===== config.mk =====
export PLATFORM = sky130hd
export DESIGN_NAME = seed_key_access_guard_flat
export DESIGN_NICKNAME = d
export VERILOG_FILES = /design/src/sv/sakg_pkg.sv /design/src/sv/sakg_stream_if.sv /design/src/sv/sakg_cfg.sv /design/src/sv/sakg_core.sv /design/src/sv/seed_key_access_guard.sv /design/src/flat_wrapper.sv
export SDC_FILE = /design/constraint.sdc
export NUM_CORES = 1
export LEC_CHECK = 0
export CAP_MARGIN = 0
export CORE_MARGIN = 2
export CORE_UTILIZATION = 50
export CTS_BUF_LIST = sky130_fd_sc_hd__clkbuf_16
export DETAILED_ROUTE_END_ITERATION = 7
export DONT_BUFFER_PORTS = 1
export GPL_ROUTABILITY_DRIVEN = 0
export SLEW_MARGIN = 20
export SYNTH_ARGS = -nofsm -noshare
export SYNTH_HDL_FRONTEND = slang
export SYNTH_SLANG_ARGS = --single-unit

===== constraint.sdc =====
create_clock -name clk -period 4.05 [get_ports clk]
set_input_delay 0.2025 -clock clk [delete_from_list [all_inputs] [get_ports clk]]
set_output_delay 0.2025 -clock clk [all_outputs]
set_load 0.1 [all_outputs]

===== src/sv/sakg_pkg.sv =====
package sakg_pkg;

	// negative response codes, renumbered
	localparam logic [2:0] NRC_LENGTH      = 3'd0;
	localparam logic [2:0] NRC_UNSUPPORTED = 3'd1;
	localparam logic [2:0] NRC_SEQUENCE    = 3'd2;
	localparam logic [2:0] NRC_INVALID_KEY = 3'd3;
	localparam logic [2:0] NRC_ATTEMPTS    = 3'd4;
	localparam logic [2:0] NRC_DELAY       = 3'd5;

	// configuration register indexes
	localparam logic [1:0] CFG_DELAY_TICKS      = 2'd0;
	localparam logic [1:0] CFG_ATTEMPT_LIMIT    = 2'd1;
	localparam logic [1:0] CFG_SEED_SUBFUNCTION = 2'd2;

	// configuration reset values
	localparam logic [15:0] DELAY_TICKS_RST      = 16'd10000;
	localparam logic [7:0]  ATTEMPT_LIMIT_RST    = 8'd3;
	localparam logic [6:0]  SEED_SUBFUNCTION_RST = 7'd3;

	// item kinds
	localparam logic REQ_TYPE_TICK = 1'b1;

	// reply constants
	localparam logic [7:0]  SID_SEED_REPLY  = 8'h67;
	localparam logic [7:0]  SID_POS_OFFSET  = 8'h40;
	localparam logic [7:0]  ATTEMPT_MAX     = 8'hFF;
	localparam logic [16:0] TICK_MAX        = 17'h1FFFF;
	localparam logic [11:0] LEN_MIN         = 12'd2;
	localparam logic [11:0] LEN_SEED        = 12'd2;
	localparam logic [11:0] LEN_KEY         = 12'd4;

	typedef struct packed {
		logic        req_type;
		logic [7:0]  service_id;
		logic [7:0]  sub_function_byte;
		logic [11:0] message_length;
		logic [15:0] received_key;
		logic [15:0] random_seed;
		logic [15:0] expected_key;
	} req_t;

	typedef struct packed {
		logic        positive;
		logic [7:0]  response_sid;
		logic [7:0]  response_sub_function;
		logic        carries_seed;
		logic [15:0] seed_value;
		logic [2:0]  nrc_code;
		logic        unlocked_level;
	} rsp_t;

	typedef struct packed {
		logic [15:0] delay_ticks;
		logic [7:0]  attempt_limit;
		logic [6:0]  seed_subfunction;
	} cfg_t;

endpackage


===== src/sv/sakg_stream_if.sv =====
interface sakg_stream_if #(
	parameter type payload_t = logic
);
	logic     valid;
	logic     ready;
	payload_t data;

	modport source (output valid, output data, input ready);
	modport sink (input valid, input data, output ready);
endinterface


===== src/sv/sakg_cfg.sv =====
module sakg_cfg (
	input  logic              clk,
	input  logic              arst_n,
	input  logic              cfg_we,
	input  logic [1:0]        cfg_index,
	input  logic [15:0]       cfg_wdata,
	output sakg_pkg::cfg_t    cfg
);
	import sakg_pkg::*;

	cfg_t cfg_q;

	// register writes, unknown indexes ignored
	always_ff @(posedge clk or negedge arst_n) begin
		if (!arst_n) begin
			cfg_q.delay_ticks      <= DELAY_TICKS_RST;
			cfg_q.attempt_limit    <= ATTEMPT_LIMIT_RST;
			cfg_q.seed_subfunction <= SEED_SUBFUNCTION_RST;
		end else if (cfg_we) begin
			case (cfg_index)
				CFG_DELAY_TICKS: begin
					cfg_q.delay_ticks <= cfg_wdata;
				end
				CFG_ATTEMPT_LIMIT: begin
					cfg_q.attempt_limit <= cfg_wdata[7:0];
				end
				CFG_SEED_SUBFUNCTION: begin
					cfg_q.seed_subfunction <= cfg_wdata[6:0];
				end
				default: begin
				end
			endcase
		end
	end

	assign cfg = cfg_q;

endmodule


===== src/sv/sakg_core.sv =====
module sakg_core (
	input  logic            clk,
	input  logic            arst_n,
	input  sakg_pkg::cfg_t  cfg,
	input  sakg_pkg::req_t  item,
	input  logic            adv,
	output logic            produce,
	output sakg_pkg::rsp_t  result
);
	import sakg_pkg::*;

	logic        level_q, level_n;
	logic        seed_active_q, seed_active_n;
	logic [6:0]  saved_sf_q, saved_sf_n;
	logic [7:0]  attempt_q, attempt_n;
	logic [16:0] elapsed_q, elapsed_n;
	logic        pass_q, pass_n;
	logic [6:0]  sf;
	logic [7:0]  bumped;

	// odd sub-function matches the level, even one matches its seed partner
	function automatic logic is_supported(input logic [6:0] s, input logic [6:0] seed_sf);
		logic [6:0] odd;
		odd = s[0] ? s : (s - 7'd1);
		return (s != 7'd0) && (odd == seed_sf);
	endfunction

	assign sf     = item.sub_function_byte[6:0];
	assign bumped = (attempt_q == ATTEMPT_MAX) ? ATTEMPT_MAX : (attempt_q + 8'd1);

	// request decision and next state
	always_comb begin
		level_n       = level_q;
		seed_active_n = seed_active_q;
		saved_sf_n    = saved_sf_q;
		attempt_n     = attempt_q;
		elapsed_n     = elapsed_q;
		pass_n        = pass_q;
		produce       = 1'b1;

		result.positive              = 1'b0;
		result.response_sid          = item.service_id;
		result.response_sub_function = 8'd0;
		result.carries_seed          = 1'b0;
		result.seed_value            = 16'd0;
		result.nrc_code              = NRC_LENGTH;

		if (item.req_type == REQ_TYPE_TICK) begin
			produce = 1'b0;
			if (elapsed_q != TICK_MAX) begin
				elapsed_n = elapsed_q + 17'd1;
			end
		end else if (item.message_length < LEN_MIN) begin
			result.nrc_code = NRC_LENGTH;
		end else if (!is_supported(sf, cfg.seed_subfunction)) begin
			result.nrc_code = NRC_UNSUPPORTED;
		end else if (sf[0]) begin
			// seed request
			if (level_q) begin
				seed_active_n                = 1'b0;
				result.positive              = 1'b1;
				result.response_sid          = SID_SEED_REPLY;
				result.response_sub_function = {1'b0, sf};
				result.carries_seed          = 1'b1;
			end else if (!seed_active_q && (item.message_length != LEN_SEED)) begin
				result.nrc_code = NRC_LENGTH;
			end else if (!seed_active_q && (elapsed_q <= {1'b0, cfg.delay_ticks})) begin
				result.nrc_code = NRC_DELAY;
			end else begin
				if (!seed_active_q) begin
					if (!pass_q) begin
						attempt_n = 8'd0;
					end
					pass_n = 1'b1;
				end
				seed_active_n                = 1'b1;
				saved_sf_n                   = sf;
				result.positive              = 1'b1;
				result.response_sid          = SID_SEED_REPLY;
				result.response_sub_function = {1'b0, sf};
				result.carries_seed          = 1'b1;
				result.seed_value            = item.random_seed;
			end
		end else begin
			// key send
			if (!seed_active_q) begin
				result.nrc_code = NRC_SEQUENCE;
			end else begin
				seed_active_n = 1'b0;
				attempt_n     = bumped;
				if ({1'b0, sf} != ({1'b0, saved_sf_q} + 8'd1)) begin
					result.nrc_code = NRC_SEQUENCE;
				end else if (item.message_length != LEN_KEY) begin
					result.nrc_code = NRC_LENGTH;
				end else if (item.received_key == item.expected_key) begin
					attempt_n                    = 8'd0;
					level_n                      = is_supported(saved_sf_q,
						cfg.seed_subfunction);
					result.positive              = 1'b1;
					result.response_sid          = item.service_id + SID_POS_OFFSET;
					result.response_sub_function = item.sub_function_byte;
				end else if (bumped < cfg.attempt_limit) begin
					result.nrc_code = NRC_INVALID_KEY;
				end else begin
					elapsed_n       = 17'd0;
					pass_n          = 1'b0;
					result.nrc_code = NRC_ATTEMPTS;
				end
			end
		end

		result.unlocked_level = level_n;
	end

	// state update once per processed item
	always_ff @(posedge clk or negedge arst_n) begin
		if (!arst_n) begin
			level_q       <= 1'b0;
			seed_active_q <= 1'b0;
			saved_sf_q    <= 7'd0;
			attempt_q     <= 8'd0;
			elapsed_q     <= 17'd0;
			pass_q        <= 1'b0;
		end else if (adv) begin
			level_q       <= level_n;
			seed_active_q <= seed_active_n;
			saved_sf_q    <= saved_sf_n;
			attempt_q     <= attempt_n;
			elapsed_q     <= elapsed_n;
			pass_q        <= pass_n;
		end
	end

`ifndef SYNTH
	// a tick touches only the timer
	a_tick_keeps_state: assert property (@(posedge clk) disable iff (!arst_n)
		(adv && item.req_type == REQ_TYPE_TICK) |=>
		($stable(level_q) && $stable(seed_active_q) && $stable(attempt_q)))
		else $error("tick changed access state");

	// a good key clears the failure count
	a_unlock_clears_count: assert property (@(posedge clk) disable iff (!arst_n)
		(adv && produce && result.positive && !result.carries_seed) |=> (attempt_q == 8'd0))
		else $error("attempt count not cleared after key accepted");

	// lockout restarts the delay timer
	a_lockout_restarts_timer: assert property (@(posedge clk) disable iff (!arst_n)
		(adv && produce && !result.positive && result.nrc_code == NRC_ATTEMPTS) |=>
		(elapsed_q == 17'd0 && !pass_q))
		else $error("lockout did not restart delay");
`endif

endmodule


===== src/sv/seed_key_access_guard.sv =====
// channel  | direction | payload
// ---------+-----------+-------------------------------------------
// req      | in        | tick or security access request (req_t)
// rsp      | out       | positive or negative reply (rsp_t)
// cfg      | in        | write enable, register index, write data
//
// one item per cycle sustained unless a stalled reply holds the flow; a reply
// to a taken item passes through the input register and the result register
// ticks update the lockout timer and give no reply
// reset clears the access state and loads the default configuration
// a stalled reply holds; the input register still takes a tick meanwhile
module seed_key_access_guard (
	input  logic        clk,
	input  logic        arst_n,
	sakg_stream_if.sink   req,
	sakg_stream_if.source rsp,
	input  logic        cfg_we,
	input  logic [1:0]  cfg_index,
	input  logic [15:0] cfg_wdata
);
	import sakg_pkg::*;

	cfg_t  cfg;
	req_t  item_s1;
	logic  s1_valid_q;
	rsp_t  result;
	logic  produce;
	rsp_t  rsp_s2;
	logic  rsp_valid_q;
	logic  out_free;
	logic  adv;

	sakg_cfg u_cfg (
		.clk       (clk),
		.arst_n    (arst_n),
		.cfg_we    (cfg_we),
		.cfg_index (cfg_index),
		.cfg_wdata (cfg_wdata),
		.cfg       (cfg)
	);

	sakg_core u_core (
		.clk     (clk),
		.arst_n  (arst_n),
		.cfg     (cfg),
		.item    (item_s1),
		.adv     (adv),
		.produce (produce),
		.result  (result)
	);

	// handshake control
	assign out_free  = !rsp_valid_q || rsp.ready;
	assign adv       = s1_valid_q && (!produce || out_free);
	assign req.ready = !s1_valid_q || adv;

	// input register
	always_ff @(posedge clk or negedge arst_n) begin
		if (!arst_n) begin
			s1_valid_q <= 1'b0;
		end else begin
			s1_valid_q <= (req.valid && req.ready) || (s1_valid_q && !adv);
		end
	end

	always_ff @(posedge clk) begin
		if (req.valid && req.ready) begin
			item_s1 <= req.data;
		end
	end

	// result register
	always_ff @(posedge clk or negedge arst_n) begin
		if (!arst_n) begin
			rsp_valid_q <= 1'b0;
		end else if (adv && produce) begin
			rsp_valid_q <= 1'b1;
		end else if (rsp.ready) begin
			rsp_valid_q <= 1'b0;
		end
	end

	always_ff @(posedge clk) begin
		if (adv && produce) begin
			rsp_s2 <= result;
		end
	end

	assign rsp.valid = rsp_valid_q;
	assign rsp.data  = rsp_s2;

`ifndef SYNTH
	// input side stalls only with an item held
	a_stall_means_full: assert property (@(posedge clk) disable iff (!arst_n)
		!req.ready |-> s1_valid_q)
		else $error("input stalled with empty stage");

	// a tick never raises a reply
	a_tick_no_reply: assert property (@(posedge clk) disable iff (!arst_n)
		(adv && !produce && !(rsp_valid_q && !rsp.ready)) |=> !rsp_valid_q)
		else $error("reply produced for a tick");

	// a held item waits only for the result register
	a_hold_only_on_full_out: assert property (@(posedge clk) disable iff (!arst_n)
		(s1_valid_q && !adv) |-> (rsp_valid_q && !rsp.ready && produce))
		else $error("item held without output back pressure");
`endif

endmodule


===== src/flat_wrapper.sv =====
// flat-port wrapper written by rule: the top's interface ports become plain ports
module seed_key_access_guard_flat import sakg_pkg::*;
  (clk, arst_n, cfg_we, cfg_index, cfg_wdata, req_valid, req_data, req_ready, rsp_valid, rsp_data, rsp_ready);
  sakg_stream_if #(.payload_t(req_t)) req_i ();
  sakg_stream_if #(.payload_t(rsp_t)) rsp_i ();
  input  logic clk;
  input  logic arst_n;
  input  logic cfg_we;
  input  logic [1:0] cfg_index;
  input  logic [15:0] cfg_wdata;
  input wire logic [$bits(req_i.valid)-1:0] req_valid;
  input wire logic [$bits(req_i.data)-1:0] req_data;
  output wire logic [$bits(req_i.ready)-1:0] req_ready;
  output wire logic [$bits(rsp_i.valid)-1:0] rsp_valid;
  output wire logic [$bits(rsp_i.data)-1:0] rsp_data;
  input wire logic [$bits(rsp_i.ready)-1:0] rsp_ready;
  assign req_i.valid = req_valid;
  assign req_i.data = req_data;
  assign req_ready = req_i.ready;
  assign rsp_valid = rsp_i.valid;
  assign rsp_data = rsp_i.data;
  assign rsp_i.ready = rsp_ready;
  seed_key_access_guard u_core (.clk(clk), .arst_n(arst_n), .req(req_i), .rsp(rsp_i), .cfg_we(cfg_we), .cfg_index(cfg_index), .cfg_wdata(cfg_wdata));
endmodule

### Yosys cells after proc, flatten, opt, wreduce, memory -nomap -nowiden

Cells that the tools add are included.

* register bits: 183
* bits in latches: 0
* bits in writable memories: 0
* bits in read-only memories: 0
* input port bits: 100
* output and inout bits: 40
* word-level logic and storage cells: 176
* memories: 0

* add/sub/neg operators: 6
* $mul: 0
* div/mod/pow operators: 0
* order comparisons: 3
* equality and inequality tests: 28
* shift-type cells: 0
* mux-type cells: 71
* bitwise gates (word level): 7
* reduce and logical (&&, ||, !) cells: 35

Operators with widths (count)
* 2-to-1 mux 17 bit: 16
* 2-to-1 mux 8 bit: 11
* 2-to-1 mux 34 bit: 2
* 2-to-1 mux 33 bit: 2
* 2-to-1 mux 36 bit: 1
* 2-to-1 mux 3 bit: 10
* 2-to-1 mux 1 bit: 25
* != test 2 x 1 -> 1 bit, second input constant: 10
* AND reduction 10 bit: 2
* 2-to-1 mux 19 bit: 1
* 2-to-1 mux 18 bit: 1
* adder 17 x 1 -> 17 bit, second input constant: 1
* <= comparator 17 x 16 -> 1 bit: 1
* != test 17 bit, second input constant: 1
* == test 16 bit: 1
* == test 7 bit: 2
* 2-to-1 mux 7 bit: 2
* nonzero test 7 bit: 2
* subtractor 7 x 1 -> 7 bit, second input constant: 2
* AND reduction 13 bit: 1
* < comparator 12 x 2 -> 1 bit, second input constant: 1
* != test 12 x 2 -> 1 bit, second input constant: 1
* != test 12 x 3 -> 1 bit, second input constant: 1
* != test 2 bit, second input constant: 6
* 22 further kinds: 47

### Longest topological paths before layout

* depth after elaboration: 12
* depth in mapped cells: 14

### Cells and area by module

Synthesis repeated with hierarchy kept, for this count alone.

* cell total of the unflattened synthesis: 656
* area total of the unflattened synthesis: 8520.7 µm²

By module, submodules not included
* sakg_core: times used 1, cells an instance 465, area each 3764.9 µm²
* seed_key_access_guard: times used 1, cells an instance 125, area each 3574.7 µm²
* sakg_cfg: times used 1, cells an instance 66, area each 1181.1 µm²

### Worst setup path after synthesis

No wires, ideal clock.

* path type: flip-flop to flip-flop
* from: register u_core.rsp_valid_q, in the netlist u_core.rsp.valid
* to: register u_core.item_s1[0] in the netlist's numbering, enable pin
* library setup time: 443 ps
* arrival time: 3634 ps
* required time: 3607 ps
* slack: -27 ps
* stages on the path, launching flop included: 5
* path buffers: 0
* period minus slack after synthesis: 4077 ps
* cells stage by stage: dfrtp_1 -> nand2b_1 -> nor2_1 -> nand2_1 -> and2_1

* word-level cells in the longest chain between the ends: 6

RTL lines
* from (decl): RTL line seed_key_access_guard.sv:29 `logic rsp_valid_q;`
* from (signal assigned): RTL line seed_key_access_guard.sv:75 `rsp_valid_q <= 1'b0;`
* from (signal assigned): RTL line seed_key_access_guard.sv:77 `rsp_valid_q <= 1'b1;`
* from (signal assigned): RTL line seed_key_access_guard.sv:79 `rsp_valid_q <= 1'b0;`
* zero test 1 bit: RTL line seed_key_access_guard.sv:53 `assign out_free = !rsp_valid_q || rsp.ready;`
* logical OR 1 bit: RTL line seed_key_access_guard.sv:53
* logical OR 1 bit: RTL line seed_key_access_guard.sv:54 `assign adv = s1_valid_q && (!produce || out_free);`
* logical AND 1 bit: RTL line seed_key_access_guard.sv:54
* logical OR 1 bit: RTL line seed_key_access_guard.sv:55 `assign req.ready = !s1_valid_q || adv;`
* named net req_ready: RTL line flat_wrapper.sv:13 `output wire logic [$bits(req_i.ready)-1:0] req_ready;`
* logical AND 1 bit: RTL line seed_key_access_guard.sv:67 `if (req.valid && req.ready) begin`
* to (signal assigned): RTL line seed_key_access_guard.sv:68 `item_s1 <= req.data;`
* to (decl): RTL line seed_key_access_guard.sv:24 `req_t item_s1;`

The timed path passes the listed nets, and every way through them passes these cells.
A chain may end at the register's enable or synchronous reset.

### Worst setup path in the final report

* from: register u_core.u_core.attempt_q[0]
* to: register u_core.u_core.elapsed_q[14]

* word-level cells in the longest chain between the ends: 5
* elaborated cells on any way between the ends: 6
* classes of those cells: add/sub (1); order compare (1); eq/ne (2); mux (1); reduce/logical (1)

RTL lines
* from (decl): RTL line sakg_core.sv:15 `logic [7:0] attempt_q, attempt_n;`
* from (signal assigned): RTL line sakg_core.sv:128 `attempt_q <= attempt_n;`
* adder 8 x 1 -> 8 bit or == test 8 bit (tied branches): RTL line sakg_core.sv:29 `assign bumped = (attempt_q == ATTEMPT_MAX) ? ATTEMPT_MAX : (attempt_q + 8'd1);`
* 2-to-1 mux 8 bit (*): RTL line sakg_core.sv:29
* < comparator 8 bit (*): RTL line sakg_core.sv:102 `end else if (bumped < cfg.attempt_limit) begin`
* != test 2 x 1 -> 1 bit (no source line) (*)
* AND reduction 10 bit (no source line) (*)
* to (signal assigned): RTL line sakg_core.sv:129 `elapsed_q <= elapsed_n;`
* to (decl): RTL line sakg_core.sv:16 `logic [16:0] elapsed_q, elapsed_n;`

Every way passes the cells marked *; elsewhere a longest branch is shown, timed or not.

==> summary.md <==
| Metric | Value |
|---|---|
| Root buf cell | `clkbuf_16` |
| Post-Syn Instances | `693` |
| Critical Path RT | `4370 ps` |
| Rows | `48` |
| Run status | `finished, final reports clean` |
| Clock Latency Late Sink | `around 440 ps` |
| WS Path Type | `reg -> reg` |
| Non-Filler Instances | `approximately 1,000` |
| Ys Warns | `0` |
| Post-CTS Resized | `0` |
| Final hold vios | `0` |
| CTS tree | `built` |
| IO Pins | `140` |
| Post-Syn Area per Cell | `12.5 um^2` |
| Final Util | `61.0%` |
| Post-synthesis async set-or-reset flop share | `between 30% and 40%` |
| CTS Sinks | `183` |
| CP Launch Type | `flop` |
| Int Power | `3260 uW` |
| Via count | `roughly 5,700` |
| Synth Cell Area | `8640 um^2` |
| Tcrit/Tclk final | `80.5%` |
| Max Transition Viols Final | `0` |
| Mapped Nets | `823` |
| Slew headroom | `33.3%` |
| Maximum VDD drop | `around 0.31 mV` |
| RSZ-0062 raised after global routing | `no` |
| Sequential fraction of the synthesis area | `between 50 and 60%` |
| Vias in the first global route | `5,813` |
| Post-Route Setup TNS | `0 ps` |
| Tot Pwr | `4600 uW` |
| Die footprint | `18,300 um^2` |
| Sw frac | `between 20 and 30%` |
| Worst slew pin tran | `1000 ps` |
| Wire per inst | `17.9 um` |
| Unique masters post-synth | `71` |
| Initial DRC count | `360` |
| Port buffer count | `0` |
| Seq cells post-synth | `183` |
| Hold crit path type | `in -> reg` |
| Clk pwr share | `36.5%` |
| DR pass1 iterations | `5` |
| Layout cells sized above 1 | `12.3%` |
| Fillers | `1,382` |
| Tot GR Track Use | `21.2%` |
| H-Tree Depth | `4` |
| Combinational share of power | `11.1%` |
| Hold Buf Count CTS | `96` |
| Achievable clock frequency | `307 MHz` |
| Pin count of the biggest net entering global routing | `a little under 80` |
| Grt ovf | `0` |
| Nets | `between 900 and 1,000` |
| CP Data Arrival Time | `approximately 3600 ps` |
| Min cycle time layout | `3260 ps` |
| Number of synthesized flops with an enable pin | `between 100 and 150` |
| Drc violations | `0` |
| Die H | `between 100 and 150 um` |
| CP max FO | `16` |
| Critical Path Sink Type | `flop` |
| # Max-Cap Violations | `0` |
| Total core area | `17,100 um^2` |
| Global-route wire length before repair | `30.0 mm` |
| Main synth FF type | `edfxtp_1` |
| Via/cell ratio | `roughly 5.5` |
| Inst Count DP | `903` |
| Initial cell density of the core | `between 50% and 60%` |
| Final-report setup violation count | `0` |
| Die X | `approximately 140 um` |
| Layout area overhead | `20.8%` |
| Worst-path clk slew | `80 ps` |
| Post-CTS Setup Inserts | `0` |
| CTS Buf Count | `17` |
| Static Leak | `0.00419 uW` |
| Drt total wl | `18.5 mm` |
| HPWL after DPL | `approximately 13 mm` |
| Clock Skew | `15.3 ps` |
| Ant. Diodes | `0` |
| Pwr/cell area | `between 400 and 500 nW/um^2` |
| Initial antenna violation count | `0` |
| Net Switching | `1340 uW` |
| Antenna-violating nets left | `0` |
| Clk buf depth | `2` |
| Seq pwr share | `about 52%` |
==> critical path: stages, from the launching register on <==
cell and delay [ps]:
dfrtp_1 430, ha_1 270, and3_1 230, nand3_1 120
inv_1 50, nand3_1 190, nand3_1 110, ha_1 280
o21ai_0 70, a211oi_1 190, o21ai_0 170, a21boi_0 190
buf_4 170, nand4_4 250, a311o_1 440
==> power groups by stage <==
| stage | registers (uW) | clock network, uW | logic (uW) |
|---|---|---|---|
| global route | 2430 | 1800 | 582 |
| floorplan | 2400 | 0 | 343 |
| CTS | 2410 | 1720 | 515 |
| global placement | 2450 | 0 | 396 |
| detailed placement | 2450 | 0 | 415 |
| finish | 2410 | 1680 | 510 |
==> sequential cells by signal, summed over array words and instances, names as in the netlist <==
register                     cells
u_core.item_s1                  77
u_core.rsp.data                 38
u_core.u_cfg.cfg                31
u_core.u_core.elapsed_q         17
u_core.u_core.attempt_q          8
u_core.u_core.saved_sf_q         7
u_core.rsp.valid                 1
u_core.s1_valid_q                1
u_core.u_core.level_q            1
u_core.u_core.pass_q             1
u_core.u_core.seed_active_q      1
==> final timing paths <==
check | start | slack [ps] | end | cells after the start
hold reg to reg | u_core.item_s1[69]$_DFFE_PP_ | 500 | u_core.rsp.data[30]$_DFFE_PP_ | 1
max in group asynchronous | arst_n | 3420 | u_core.u_cfg.cfg[28]$_DFFE_PN1P_ | 2
hold / removal | rsp_ready | 30 | u_core.rsp.valid$_DFFE_PN0P_ | 2
setup reg to reg | u_core.u_core.attempt_q[0]$_DFFE_PN0P_ | 790 | u_core.u_core.elapsed_q[14]$_DFFE_PN0P_ | 14
setup / recovery | u_core.u_core.attempt_q[0]$_DFFE_PN0P_ | 790 | u_core.u_core.elapsed_q[14]$_DFFE_PN0P_ | 14
min in group asynchronous | arst_n | 320 | u_core.u_cfg.cfg[4]$_DFFE_PN0P_ | 2
==> cells by family (layout without fill, tap and decap cells) <==
kind of cell | count (synthesis) | in the layout | synth area share [%]
xor+xnor | 41 | 41 | 4.16
mux | 29 | 29 | 3.71
flops | 183 | 183 | 59.8
compound gates | 125 | 125 | 10.3
fa+ha+maj | 30 | 30 | 4.35
buf+inv | 57 | 170 | 3.06
simple gates | 228 | 228 | 14.6
==> metal layers <==
metal,share of wire (%),GRT usage [%],vias to the layer above
met5,0,0,-
met1,43,27.5,2793
met4,0.93,5.44,0
met2,51,35.9,145
met3,4.3,5.31,14
li1,-,-,2746
==> cells in the mapped netlist, types with 3 or more instances <==
cell | n | area share, %
and2_1 | 28 | 2.0
xnor2_1 | 11 | 1.1
mux2_2 | 22 | 2.9
a311o_1 | 4 | 0.46
nor2_1 | 32 | 1.4
buf_6 | 4 | 0.52
a31oi_1 | 6 | 0.43
nor3b_1 | 3 | 0.26
or2_1 | 3 | 0.22
dfstp_2 | 9 | 2.7
and3_1 | 10 | 0.72
clkbuf_1 | 10 | 0.43
nor4_1 | 11 | 0.80
a21o_1 | 9 | 0.78
nand3b_1 | 4 | 0.35
o31ai_1 | 8 | 0.70
nand4_1 | 8 | 0.58
a21oi_1 | 18 | 1.0
mux2i_1 | 5 | 0.58
or2_2 | 6 | 0.43
ha_1 | 30 | 4.3
a31o_2 | 3 | 0.30
a21boi_0 | 4 | 0.35
buf_2 | 4 | 0.23
nor3_1 | 9 | 0.52
nand2_1 | 54 | 2.3
inv_1 | 37 | 1.6
o41ai_1 | 3 | 0.30
o21ai_0 | 35 | 2.0
edfxtp_1 | 115 | 40
dfrtp_1 | 59 | 17
nor2b_1 | 7 | 0.51
a31o_1 | 8 | 0.81
nand3_1 | 25 | 1.4
or3_1 | 5 | 0.36
a211oi_1 | 6 | 0.52
nand2b_1 | 7 | 0.51
xor2_1 | 30 | 3.0
==> cell usage in the layout, fill, tap and decap left out, types with 27 or more instances in the layout <==
master / Yosys / layout
and2_1: 28 / 27
nor2_1: 32 / 31
inv_1: 37 / 37
dfrtp_1: 59 / 59
edfxtp_1: 115 / 115
xor2_1: 30 / 30
nand2_1: 54 / 54
dlygate4sd3_1: 0 / 95
o21ai_0: 35 / 35
ha_1: 30 / 30
==> layout make-up <==
class	instances	area [um^2]	share of cell area (%)
clock buffer	17	425	4.08
clock inverter	15	185	1.77
inverter	37	139	1.33
multi-input combinational	453	3220	30.9
sequential	183	5170	49.5
tap	225	282	2.70
timing repair buffer	101	1020	9.74
==> stage by stage <==
step / hold slack (ps) / setup slack, ps / area, um^2
6_report: 25.5 / 790 / 10400
2_1_floorplan: -93.1 / 458 / 8640
5_1_grt: 44.5 / 446 / 10400
3_3_place_gp: -91.3 / 853 / 8840
3_5_place_dp: -89.1 / 802 / 8840
4_1_cts: 21.3 / 800 / 10400
(Power assumes the default switching activity.)
